**src/rtl/spq_pkg.sv**
```systemverilog
// Shared types, codes and defaults for the four-level strict priority ready queue.
package spq_pkg;

  // Number of priority levels and the width of a level number.
  localparam int NUM_LEVELS = 4;
  localparam int LVL_BITS   = 2;

  // Default sizing, handed to the top level as parameter defaults.
  localparam int DEF_LEVEL_DEPTH = 16;
  localparam int DEF_ID_BITS     = 8;

  // Command carried on the input tuser.
  localparam logic CMD_ENQ = 1'b0;
  localparam logic CMD_DEQ = 1'b1;

  // Outcome reported with every result word.
  typedef enum logic [2:0] {
    ST_SCHEDULED = 3'd0,
    ST_EMPTY     = 3'd1,
    ST_ENQUEUED  = 3'd2,
    ST_NOT_READY = 3'd3,
    ST_FULL      = 3'd4
  } status_t;

  // Control from the top level to one level's queue.
  typedef struct packed {
    logic push;
    logic pop;
  } lvl_ctrl_t;

  // Occupancy flags from one level's queue.
  typedef struct packed {
    logic empty;
    logic full;
  } lvl_stat_t;

endpackage

```
**src/rtl/strict_priority_ready_queue_top.sv**
```systemverilog
// A result word is registered: it appears in the output register in the cycle after its command is taken.
// Throughput: one command per cycle, sustained while the output side keeps taking results;
// each level is a row of cells that shifts by one place per pop, so no step takes longer.
// Reset (rst_n low, synchronous) empties every level and drops any pending result word;
// the stored ids are not cleared, as an empty cell is never read.
module strict_priority_ready_queue_top #(
  parameter int LEVEL_DEPTH = spq_pkg::DEF_LEVEL_DEPTH,
  parameter int ID_BITS     = spq_pkg::DEF_ID_BITS,
  localparam int CNT_W      = $clog2(LEVEL_DEPTH + 1),
  localparam int TOT_W      = $clog2(spq_pkg::NUM_LEVELS * LEVEL_DEPTH + 1),
  localparam int IN_BITS    = ID_BITS + spq_pkg::LVL_BITS + 1,
  localparam int IN_DW      = ((IN_BITS + 7) / 8) * 8,
  localparam int OUT_BITS   = ID_BITS + spq_pkg::LVL_BITS + spq_pkg::NUM_LEVELS * CNT_W + TOT_W,
  localparam int OUT_DW     = ((OUT_BITS + 7) / 8) * 8
) (
  input  logic              clk,
  input  logic              rst_n,
  // Command channel.
  input  logic              in_tvalid,
  output logic              in_tready,
  input  logic [IN_DW-1:0]  in_tdata,   // thread_id, level, is_ready, zero padding
  input  logic              in_tuser,   // command
  // Result channel.
  output logic              out_tvalid,
  input  logic              out_tready,
  output logic [OUT_DW-1:0] out_tdata,  // chosen_id, chosen_level, count_system,
                                        // count_interactive, count_normal, count_batch,
                                        // total_waiting, zero padding
  output logic [2:0]        out_tuser   // status
);
  import spq_pkg::*;

  // Unpacked command word.
  logic                cmd;
  logic [ID_BITS-1:0]  in_id;
  logic [LVL_BITS-1:0] in_lvl;
  logic                in_rdy;
  logic                accept;

  // The output register holds a result word until the output side takes it.
  logic                out_tvalid_r;

  assign cmd    = in_tuser;
  assign in_id  = in_tdata[ID_BITS-1:0];
  assign in_lvl = in_tdata[ID_BITS +: LVL_BITS];
  assign in_rdy = in_tdata[ID_BITS + LVL_BITS];

  // A new command is taken whenever the output register is free or is being emptied.
  assign in_tready = !out_tvalid_r || out_tready;
  assign accept    = in_tvalid && in_tready;

  // Per-level queues.
  lvl_ctrl_t          ctrl     [NUM_LEVELS];
  lvl_stat_t          stat     [NUM_LEVELS];
  logic [ID_BITS-1:0] head_id  [NUM_LEVELS];
  logic [CNT_W-1:0]   cnt_nxt  [NUM_LEVELS];

  for (genvar l = 0; l < NUM_LEVELS; l++) begin : g_level
    spq_level #(
      .LEVEL_DEPTH (LEVEL_DEPTH),
      .ID_BITS     (ID_BITS),
      .CNT_W       (CNT_W)
    ) u_level (
      .clk       (clk),
      .rst_n     (rst_n),
      .ctrl      (ctrl[l]),
      .wr_id     (in_id),
      .stat      (stat[l]),
      .head_id   (head_id[l]),
      .count_nxt (cnt_nxt[l])
    );
  end

  // Strict priority: the lowest-numbered level holding an entry wins a dequeue.
  logic                sel_valid;
  logic [LVL_BITS-1:0] sel_lvl;

  always_comb begin
    sel_valid = 1'b0;
    sel_lvl   = '0;
    for (int i = NUM_LEVELS - 1; i >= 0; i--) begin
      if (!stat[i].empty) begin
        sel_valid = 1'b1;
        sel_lvl   = LVL_BITS'(i);
      end
    end
  end

  // Command decode. A readiness check comes before the fullness check on an enqueue.
  status_t             status_nxt;
  logic [ID_BITS-1:0]  chosen_id_nxt;
  logic [LVL_BITS-1:0] chosen_lvl_nxt;

  always_comb begin
    status_nxt     = ST_EMPTY;
    chosen_id_nxt  = '0;
    chosen_lvl_nxt = '0;
    for (int i = 0; i < NUM_LEVELS; i++) begin
      ctrl[i] = '0;
    end
    if (cmd == CMD_ENQ) begin
      if (!in_rdy) begin
        status_nxt = ST_NOT_READY;
      end else if (stat[in_lvl].full) begin
        status_nxt = ST_FULL;
      end else begin
        status_nxt           = ST_ENQUEUED;
        ctrl[in_lvl].push    = accept;
      end
    end else if (sel_valid) begin
      status_nxt         = ST_SCHEDULED;
      chosen_id_nxt      = head_id[sel_lvl];
      chosen_lvl_nxt     = sel_lvl;
      ctrl[sel_lvl].pop  = accept;
    end
  end

  // Output register. The counts are those after the command has taken effect.
  status_t             status_r;
  logic [ID_BITS-1:0]  chosen_id_r;
  logic [LVL_BITS-1:0] chosen_lvl_r;
  logic [CNT_W-1:0]    cnt_r [NUM_LEVELS];
  logic [TOT_W-1:0]    total_r;
  logic [TOT_W-1:0]    total_nxt;

  assign total_nxt = TOT_W'(cnt_nxt[0]) + TOT_W'(cnt_nxt[1])
                   + TOT_W'(cnt_nxt[2]) + TOT_W'(cnt_nxt[3]);

  always_ff @(posedge clk) begin
    if (!rst_n) begin
      out_tvalid_r <= 1'b0;
    end else if (accept) begin
      out_tvalid_r <= 1'b1;
    end else if (out_tready) begin
      out_tvalid_r <= 1'b0;
    end
  end

  always_ff @(posedge clk) begin
    if (accept) begin
      status_r     <= status_nxt;
      chosen_id_r  <= chosen_id_nxt;
      chosen_lvl_r <= chosen_lvl_nxt;
      for (int i = 0; i < NUM_LEVELS; i++) begin
        cnt_r[i] <= cnt_nxt[i];
      end
      total_r      <= total_nxt;
    end
  end

  assign out_tvalid = out_tvalid_r;
  assign out_tuser  = status_r;
  assign out_tdata  = OUT_DW'({total_r, cnt_r[3], cnt_r[2], cnt_r[1], cnt_r[0],
                               chosen_lvl_r, chosen_id_r});

  // The reported total always agrees with the four reported counts.
  a_total_sum: assert property (@(posedge clk) disable iff (!rst_n)
    out_tvalid_r |-> total_r == (TOT_W'(cnt_r[0]) + TOT_W'(cnt_r[1])
                               + TOT_W'(cnt_r[2]) + TOT_W'(cnt_r[3])))
    else $error("total_waiting disagrees with the level counts");

  // A dequeue taken while some level holds an entry must schedule a thread.
  a_dequeue_wins: assert property (@(posedge clk) disable iff (!rst_n)
    accept && (cmd == CMD_DEQ) && sel_valid |=> out_tvalid_r && (status_r == ST_SCHEDULED))
    else $error("dequeue with waiting entries was not scheduled");

  // Only a scheduled result carries a thread id and level.
  a_idle_fields: assert property (@(posedge clk) disable iff (!rst_n)
    out_tvalid_r && (status_r != ST_SCHEDULED) |-> (chosen_id_r == '0) && (chosen_lvl_r == '0))
    else $error("chosen fields set without a scheduled thread");

  // No level ever reports more entries than it can hold.
  a_count_bound: assert property (@(posedge clk) disable iff (!rst_n)
    out_tvalid_r |-> (cnt_r[0] <= CNT_W'(LEVEL_DEPTH)) && (cnt_r[1] <= CNT_W'(LEVEL_DEPTH))
                  && (cnt_r[2] <= CNT_W'(LEVEL_DEPTH)) && (cnt_r[3] <= CNT_W'(LEVEL_DEPTH)))
    else $error("level count beyond its depth");

endmodule

```
**src/rtl/spq_cell.sv**
```systemverilog
// One storage cell of a level queue: holds one thread id and takes its neighbour's on a pop.
module spq_cell #(
  parameter int ID_BITS = 8
) (
  input  logic               clk,
  input  logic               shift,
  input  logic               load,
  input  logic [ID_BITS-1:0] wr_id,
  input  logic [ID_BITS-1:0] nbr_id,
  output logic [ID_BITS-1:0] id_q
);

  logic [ID_BITS-1:0] data_r;

  // A pop moves every entry one cell towards the head; a push fills the first free cell.
  always_ff @(posedge clk) begin
    if (shift) begin
      data_r <= nbr_id;
    end else if (load) begin
      data_r <= wr_id;
    end
  end

  assign id_q = data_r;

endmodule

```
**src/rtl/spq_level.sv**
```systemverilog
// One priority level: a row of cells forming a shifting first-in first-out queue with its count.
module spq_level #(
  parameter int LEVEL_DEPTH = 16,
  parameter int ID_BITS     = 8,
  parameter int CNT_W       = 5
) (
  input  logic                     clk,
  input  logic                     rst_n,
  input  spq_pkg::lvl_ctrl_t       ctrl,
  input  logic [ID_BITS-1:0]       wr_id,
  output spq_pkg::lvl_stat_t       stat,
  output logic [ID_BITS-1:0]       head_id,
  output logic [CNT_W-1:0]         count_nxt
);
  import spq_pkg::*;

  logic [CNT_W-1:0]   count_r;
  logic [ID_BITS-1:0] cell_q [LEVEL_DEPTH];

  // Cell 0 is always the oldest entry; the entry count marks the first free cell.
  for (genvar g = 0; g < LEVEL_DEPTH; g++) begin : g_cell
    logic [ID_BITS-1:0] nbr;
    if (g == LEVEL_DEPTH - 1) begin : g_last
      assign nbr = '0;
    end else begin : g_mid
      assign nbr = cell_q[g+1];
    end
    spq_cell #(
      .ID_BITS (ID_BITS)
    ) u_cell (
      .clk    (clk),
      .shift  (ctrl.pop),
      .load   (ctrl.push && (count_r == CNT_W'(g))),
      .wr_id  (wr_id),
      .nbr_id (nbr),
      .id_q   (cell_q[g])
    );
  end

  always_comb begin
    count_nxt = count_r;
    if (ctrl.push) begin
      count_nxt = count_r + CNT_W'(1);
    end else if (ctrl.pop) begin
      count_nxt = count_r - CNT_W'(1);
    end
  end

  always_ff @(posedge clk) begin
    if (!rst_n) begin
      count_r <= '0;
    end else begin
      count_r <= count_nxt;
    end
  end

  assign stat.empty = (count_r == '0);
  assign stat.full  = (count_r == CNT_W'(LEVEL_DEPTH));
  assign head_id    = cell_q[0];

endmodule

```
**config.mk**
```make
export PLATFORM = sky130hd
export DESIGN_NAME = strict_priority_ready_queue_top
export DESIGN_NICKNAME = d
export VERILOG_FILES = /design/src/rtl/spq_pkg.sv /design/src/rtl/strict_priority_ready_queue_top.sv /design/src/rtl/spq_cell.sv /design/src/rtl/spq_level.sv
export SDC_FILE = /design/constraint.sdc
export NUM_CORES = 1
export LEC_CHECK = 0
export BUFFER_PORTS_ARGS = -buffer_cell sky130_fd_sc_hd__buf_2
export CAP_MARGIN = 20
export CORE_MARGIN = 2
export CORE_UTILIZATION = 60
export CTS_CLUSTER_DIAMETER = 100
export DETAILED_ROUTE_END_ITERATION = 10
export PLACE_DENSITY = 0.77
export SLEW_MARGIN = 0
export SYNTH_ARGS = -nofsm -noshare
export SYNTH_HDL_FRONTEND = slang
export SYNTH_SLANG_ARGS = --single-unit
```
**constraint.sdc**
```tcl
create_clock -name clk -period 12.3 [get_ports clk]
set_input_delay 1.23 -clock clk [delete_from_list [all_inputs] [get_ports clk]]
set_output_delay 1.23 -clock clk [all_outputs]
set_load 0.005 [all_outputs]
```
== Word-level counts from Yosys, hierarchy flattened ==
Memory sizes are Yosys's and may differ from the RTL's.
Cells that the tools add are included.
Word-level totals
  memories kept: 1
  register bits after elaboration: 553
  latch bits: 0
  RAM bits: 20
  memory bits (read-only): 0
  input bits: 21
Memory list
  cnt_r: words 4, width 5, rd ports 4, clocked after Yosys merged registers in 0, write ports 4, line strict_priority_ready_queue_top.sv:122  | logic [CNT_W-1:0] cnt_r [NUM_LEVELS];
Operators by class
  shifts and indexed selects: 0
  add/sub/neg operators: 11
  eq/ne operators: 64
  $mul: 0
  bitwise operators: 4
  multiplexer cells: 158
  reductions and logical operators: 135
  divide/modulo/power cells: 0
  $lt $le $gt $ge: 4
Operator list (count)
  8-bit two-way mux: 126
  5-bit by 4-bit equality test with 1-bit output (second input constant): 32
  2-bit nonzero test: 61
  5-bit by 3-bit equality test with 1-bit output (second input constant): 16
  1-bit logical AND: 67
  5-bit by 2-bit equality test with 1-bit output (second input constant): 8
  5-bit two-way mux: 8
  5-bit by 1-bit adder with 5-bit output (second input constant): 4
  5-bit by 1-bit equality test with 1-bit output (second input constant): 4
  5-bit equality test (second input constant): 4
  5-bit logical NOT: 4
  5-bit by 1-bit subtractor with 5-bit output (second input constant): 4
  8-bit AND: 2
  8-bit binary-select mux with 2-bit select: 1
  1-bit two-way mux: 12
  2-bit two-way mux: 5
  3-bit two-way mux: 3
  2-bit demux with 2-bit select: 2
  6-bit by 5-bit adder with 7-bit output: 1
  7-bit by 5-bit adder with 7-bit output: 1
  5-bit by 5-bit adder with 6-bit output: 1
  3-bit greater-or-equal comparator (second input constant): 2
  3-bit by 1-bit less-than comparator with 1-bit output (second input constant): 2
  2-bit inverter with 3-bit output: 2
  4 further kinds: 4

== Logic depth before layout (Yosys ltp) ==
  word-level depth: 18
  mapped depth: 20
  depth with buffers taken out: 17

== Modules after synthesis ==
From an unflattened synthesis, not the netlist that was laid out.
Unflattened totals
  cells, all modules: 1605
  area total of the unflattened synthesis: 28319.7 um2
By module, submodules not included
  spq_cell: cells each 18, times used 64, area an instance 377.9 um2
  strict_priority_ready_queue_top: cells each 165, times used 1, area an instance 2134.5 um2
  spq_level: cells each 72, times used 4, area an instance 500.5 um2

== Worst setup path before layout ==
OpenSTA, ideal clock, no wires.
  path type: input-to-reg
  start: input port in_tuser
  end: register total_r[5] (data pin)
  arrival time: 4641 ps
  setup slack: 7401 ps
  library setup time: 258 ps
  stages on the path: 16
  cell sequence: clkbuf_1 nand2b_1 nor3_1 clkbuf_1 nand3_1 o211ai_1 nand3_1 fa_1 inv_1 fa_1 inv_1 ha_1 fa_1 a21o_1 a21oi_1 xnor2_1
RTL lines
  start, declared: line strict_priority_ready_queue_top.sv:22  | input logic in_tuser,
  end signal, assigned: line strict_priority_ready_queue_top.sv:147  | total_r <= total_nxt;
  end, declared: line strict_priority_ready_queue_top.sv:123  | logic [TOT_W-1:0] total_r;

==> results.txt <==
Counting cells, the worst reg-to-reg path comes to 16. The wire length of the first global-routing pass was 78.1 mm; the share of the yosys chip area belonging to registers was 0.683. The run gives 6.50 ns as the setup slack after layout.

The run gives 0.388 as the fraction of met2 tracks used by global routing. The layer with the highest usage after global routing was met2. The number of clock buffers inserted by TritonCTS is 57. The required arrival time at the worst endpoint was 12.65 ns; the cell count after synthesis was 1930. For the maximum clock rate, the log shows 172 MHz. Cell type with the highest occurrence count on the critical path: fa_1. The worst setup path is launched from an input pin.

The library cells used most frequently in the layout, excluding fill and tap cells, are 544 x nand2_1, 520 x edfxtp_1, 243 x a21o_1. Averaged over all synthesized cells, the footprint is 12.6 um^2. STA puts the critical path data arrival time at 6.15 ns. Summed over all cells, the static leakage comes to 0.0111 uW.

The number of enable-type register cells in the synthesized netlist was 520. The later pin in the worst-skew pair is clocked with a latency of 0.60 ns. With fillers left out, the area of the finished cells amounts to 26900 um^2. In this run the cell area measured after placement is 24800 um^2. After clock tree synthesis, the clock-pin slew on the worst setup and hold paths is 0.06 ns.

The tools report the count of buffers added by post-CTS timing repair for setup as 0. Of all nets on the critical path, the largest fanout is 26. The pin count of the biggest net entering global routing is 113. Aggregate routed wire length: 49.6 mm. The critical path class is input pin to flip-flop. The tools report the half-perimeter wire length after detailed placement as 32.5 mm. The die is 206 um tall. The pre-antenna-repair detailed-routing pass consisted of 7 iterations. The antenna violation net count after detailed routing is 0. In this run the core area contains 73 standard-cell rows. The logs give 1 for the initial antenna violation count and 0 for the count of final hold-check violations. The count of buffers added on input and output ports is 57. 66 I/O pins were placed. The logs give 6.65 ns for the reg2reg setup slack and 0 for the leftover overflow at the end of global routing. The count of unresolved DRC violations after routing was 0; the time the final worst path needs with I/O delays and setup was 5.80 ns.

Remaining max-slew budget at the tightest pin: 0.236. Counting distinct cell types in the post-synthesis netlist gives 67. The run gives 39900 um^2 as the area of the core.

Routability-driven placement finished with a final weighted congestion of 0.912. The total power per unit cell area was 170 nW/um^2. For the count of cells resized by post-cts repair, the log shows 0. The tools report the endpoint of the worst-slack reg-to-reg timing path as total_r[6]$_DFFE_PP_.

Setup violations remaining at the end of the flow were counted as 0. The top cell family by delay on the critical path is adder cells. The count of buffer and inverter cells on the critical path is 4, and the total global-route track usage is 0.240. TritonCTS built the clock tree. Along the worst hold path, the cell count comes to 2.

The share of post-route cells with drive strength above 1 is 0.113. The final-layout setup total negative slack was 0 ns; the slew at the pin closest to its max-slew limit was 1.14 ns. Counting flops and latches in the post-synthesis netlist gives 573. The number of maximum-capacitance constraint violations came out at 0. Leaving out fill and tap cells, the most frequent cell in the layout is nand2_1.

Share of flip-flops with an asynchronous set or reset after synthesis: 0. The tools report the startpoint of the worst register-to-register path as g_level[1].u_level.count_r[0]$_SDFF_PN0_. Buffer depth of the longest clock path: 3. Compared with the post-synthesis result, the final layout area differs by 10.0%. The area share of the largest cell type after synthesis is 0.640. Hold is met by 0.458 ns. The tools report the startpoint of the tightest hold check path as g_level[1].u_level.g_cell[15].u_cell.id_q[4]$_SDFFE_PN0P_. For this run, the number of Yosys warnings is 0. In the final routed layout, each cell accounts on average for 19.3 um. The floorplan step defined a die boundary enclosing 42300 um^2. Between clock sinks in the finished design, the worst skew comes to 0.0122 ns. The floorplan die width was 206 um. Deepest level of the CTS H-tree: 2. Effective utilization at floorplan: 0.612. For the number of slew-limit violations in the final report, the log shows 0.

The worst setup path is captured at a flip-flop. The delay of the slowest critical-path stage works out to 0.74 ns. The final critical-path share of the clock period is 0.472. After clock tree synthesis, the flow added hold-fix buffers numbering 0.

Setup repair after global routing left no endpoint under its margin. The run gives 14606 as the via count of the first global-routing pass. The cell taking the most area after synthesis is edfxtp_1. By area the synthesized netlist is led by edfxtp_1 64%, nand2_1 8.4%, a21o_1 7.5%, dfxtp_1 4.3%, ha_1 1.5%. The cell area after synthesis is 24400 um^2. The first routing iteration left 1433 violations. The slowest stage of the critical path is the nand4_1 cell. The worst hold path belongs to the class flip-flop to flip-flop. The global-route met1 utilization is 0.322. The end of the worst hold path is g_level[1].u_level.g_cell[15].u_cell.id_q[4]$_SDFFE_PN0P_.

Traced cell by cell, the critical path runs through buf_2 -> nor2b_1 -> clkinv_1 -> nand4_1 -> o21ai_0 -> xnor2_1 -> inv_1 -> fa_1 -> fa_1 -> inv_1 -> ha_1 -> fa_1 -> a21o_1 -> a21oi_1 -> xnor2_1. The total number of vias is 14996. The met3 layer usage reported by global route was 0.0619. The tree is rooted in a clkbuf_16. Across the VDD grid, the largest voltage drop is 0.137 mV. The tools report the clock net sink count as 573. The pre-CTS setup slack came out at 5.99 ns. In the routed layout, each cell is associated on average with a via count of 5.85.

In the synthesized netlist the dominant register cell turns out to be edfxtp_1. The flow ran to the end, and the final reports show no timing, DRC or antenna violations. The tools report the number of nets in the finished design as 2052.
## registers in the layout (all words and copies together) (netlist names)
register,flops
g_level.u_level.g_cell.u_cell.id_q,512
cnt_r,20
g_level.u_level.count_r,20
chosen_id_r,8
total_r,7
out_tuser,3
chosen_lvl_r,2
out_tvalid,1
## metal layers
| layer | wire length (um) | share of wire | up-vias |
|---|---|---|---|
| li1 | - | - | 6929 |
| met1 | 20200 | 0.41 | 7442 |
| met2 | 23600 | 0.48 | 547 |
| met3 | 4640 | 0.094 | 76 |
| met4 | 1130 | 0.023 | 2 |
| met5 | 11 | 0.00022 | - |
## worst reg2reg max path: stages, from the launching register on
cell      delay, ns
dfxtp_1        0.42
inv_1          0.15
ha_1           0.30
or4b_1         0.63
nand4_1        0.84
nor4_1         0.45
a41oi_1        0.15
xnor2_1        0.56
fa_1           0.52
inv_1          0.12
fa_1           0.43
inv_1          0.08
ha_1           0.26
a21oi_1        0.21
nor2b_1        0.06
o21ai_0        0.14
nand2b_1       0.07
## cell usage after synthesis, drive strengths merged (7+ instances only)
| master | count |
|---|---|
| and3 | 10 |
| nor2 | 46 |
| mux2i | 31 |
| nand2 | 544 |
| xnor2 | 11 |
| nand3 | 30 |
| a22oi | 10 |
| nor2b | 13 |
| fa | 10 |
| inv | 40 |
| edfxtp | 520 |
| a21oi | 25 |
| a22o | 8 |
| nand4 | 10 |
| dfxtp | 53 |
| nor3 | 10 |
| o21ai | 63 |
| nand2b | 14 |
| a21o | 243 |
| ha | 30 |
| a31oi | 7 |
| clkbuf | 44 |
| buf | 87 |
| and2 | 22 |
## layout make-up
| class | instances | area (um^2) |
|---|---|---|
| Antenna cell | 1 | 2.50 |
| Clock buffer | 85 | 1620 |
| Clock inverter | 19 | 189 |
| Fill cell | 2831 | 13100 |
| Inverter | 41 | 154 |
| Multi-Input combinational cell | 1187 | 6800 |
| Sequential cell | 573 | 16700 |
| Tap cell | 525 | 657 |
| Timing Repair Buffer | 131 | 766 |
## power breakdown
| part | switching (uW) | internal, uW |
|---|---|---|
| sequential | 41.1 | 2280 |
| combinational | 366 | 181 |
| clock | 703 | 988 |
| total | 1110 | 3450 |
## worst max path at each step
stage / start / endpoint / slack (ns) / cells past startpoint
4_1_cts: out_tready / total_r[5]$_DFFE_PP_ / 6.60 / 15
3_3_place_gp: out_tready / total_r[5]$_DFFE_PP_ / 6.12 / 15
2_1_floorplan: in_tuser / total_r[5]$_DFFE_PP_ / 7.40 / 16
6_report: out_tready / total_r[5]$_DFFE_PP_ / 6.50 / 15
5_1_grt: out_tready / total_r[5]$_DFFE_PP_ / 6.20 / 15
3_5_place_dp: out_tready / total_r[5]$_DFFE_PP_ / 5.99 / 15
## cell families (layout without fill, tap and decap cells)
kind of cell	count (synthesis)	after routing	share of synthesized area
xor gates and xnor gates	13	13	0.00466
other	1	4	0.000154
DFF	573	573	0.683
muxes	31	31	0.0127
AOI/OAI and AO/OA	377	377	0.109
buffers and inverters	172	276	0.0396
adders and majority gates	40	40	0.0236
and+or+nand+nor	723	723	0.127
## metrics by stage
stage / cells / total power, uW / util
6_report: 2562 / 4560 / 0.673
5_1_grt: 2561 / 4720 / 0.673
3_5_place_dp: 2423 / 2890 / 0.622
3_3_place_gp: 2408 / 2860 / 0.620
2_1_floorplan: 1932 / 2730 / -
4_1_cts: 2527 / 4570 / 0.668
Note: power is estimated with default switching activity, not from simulation.
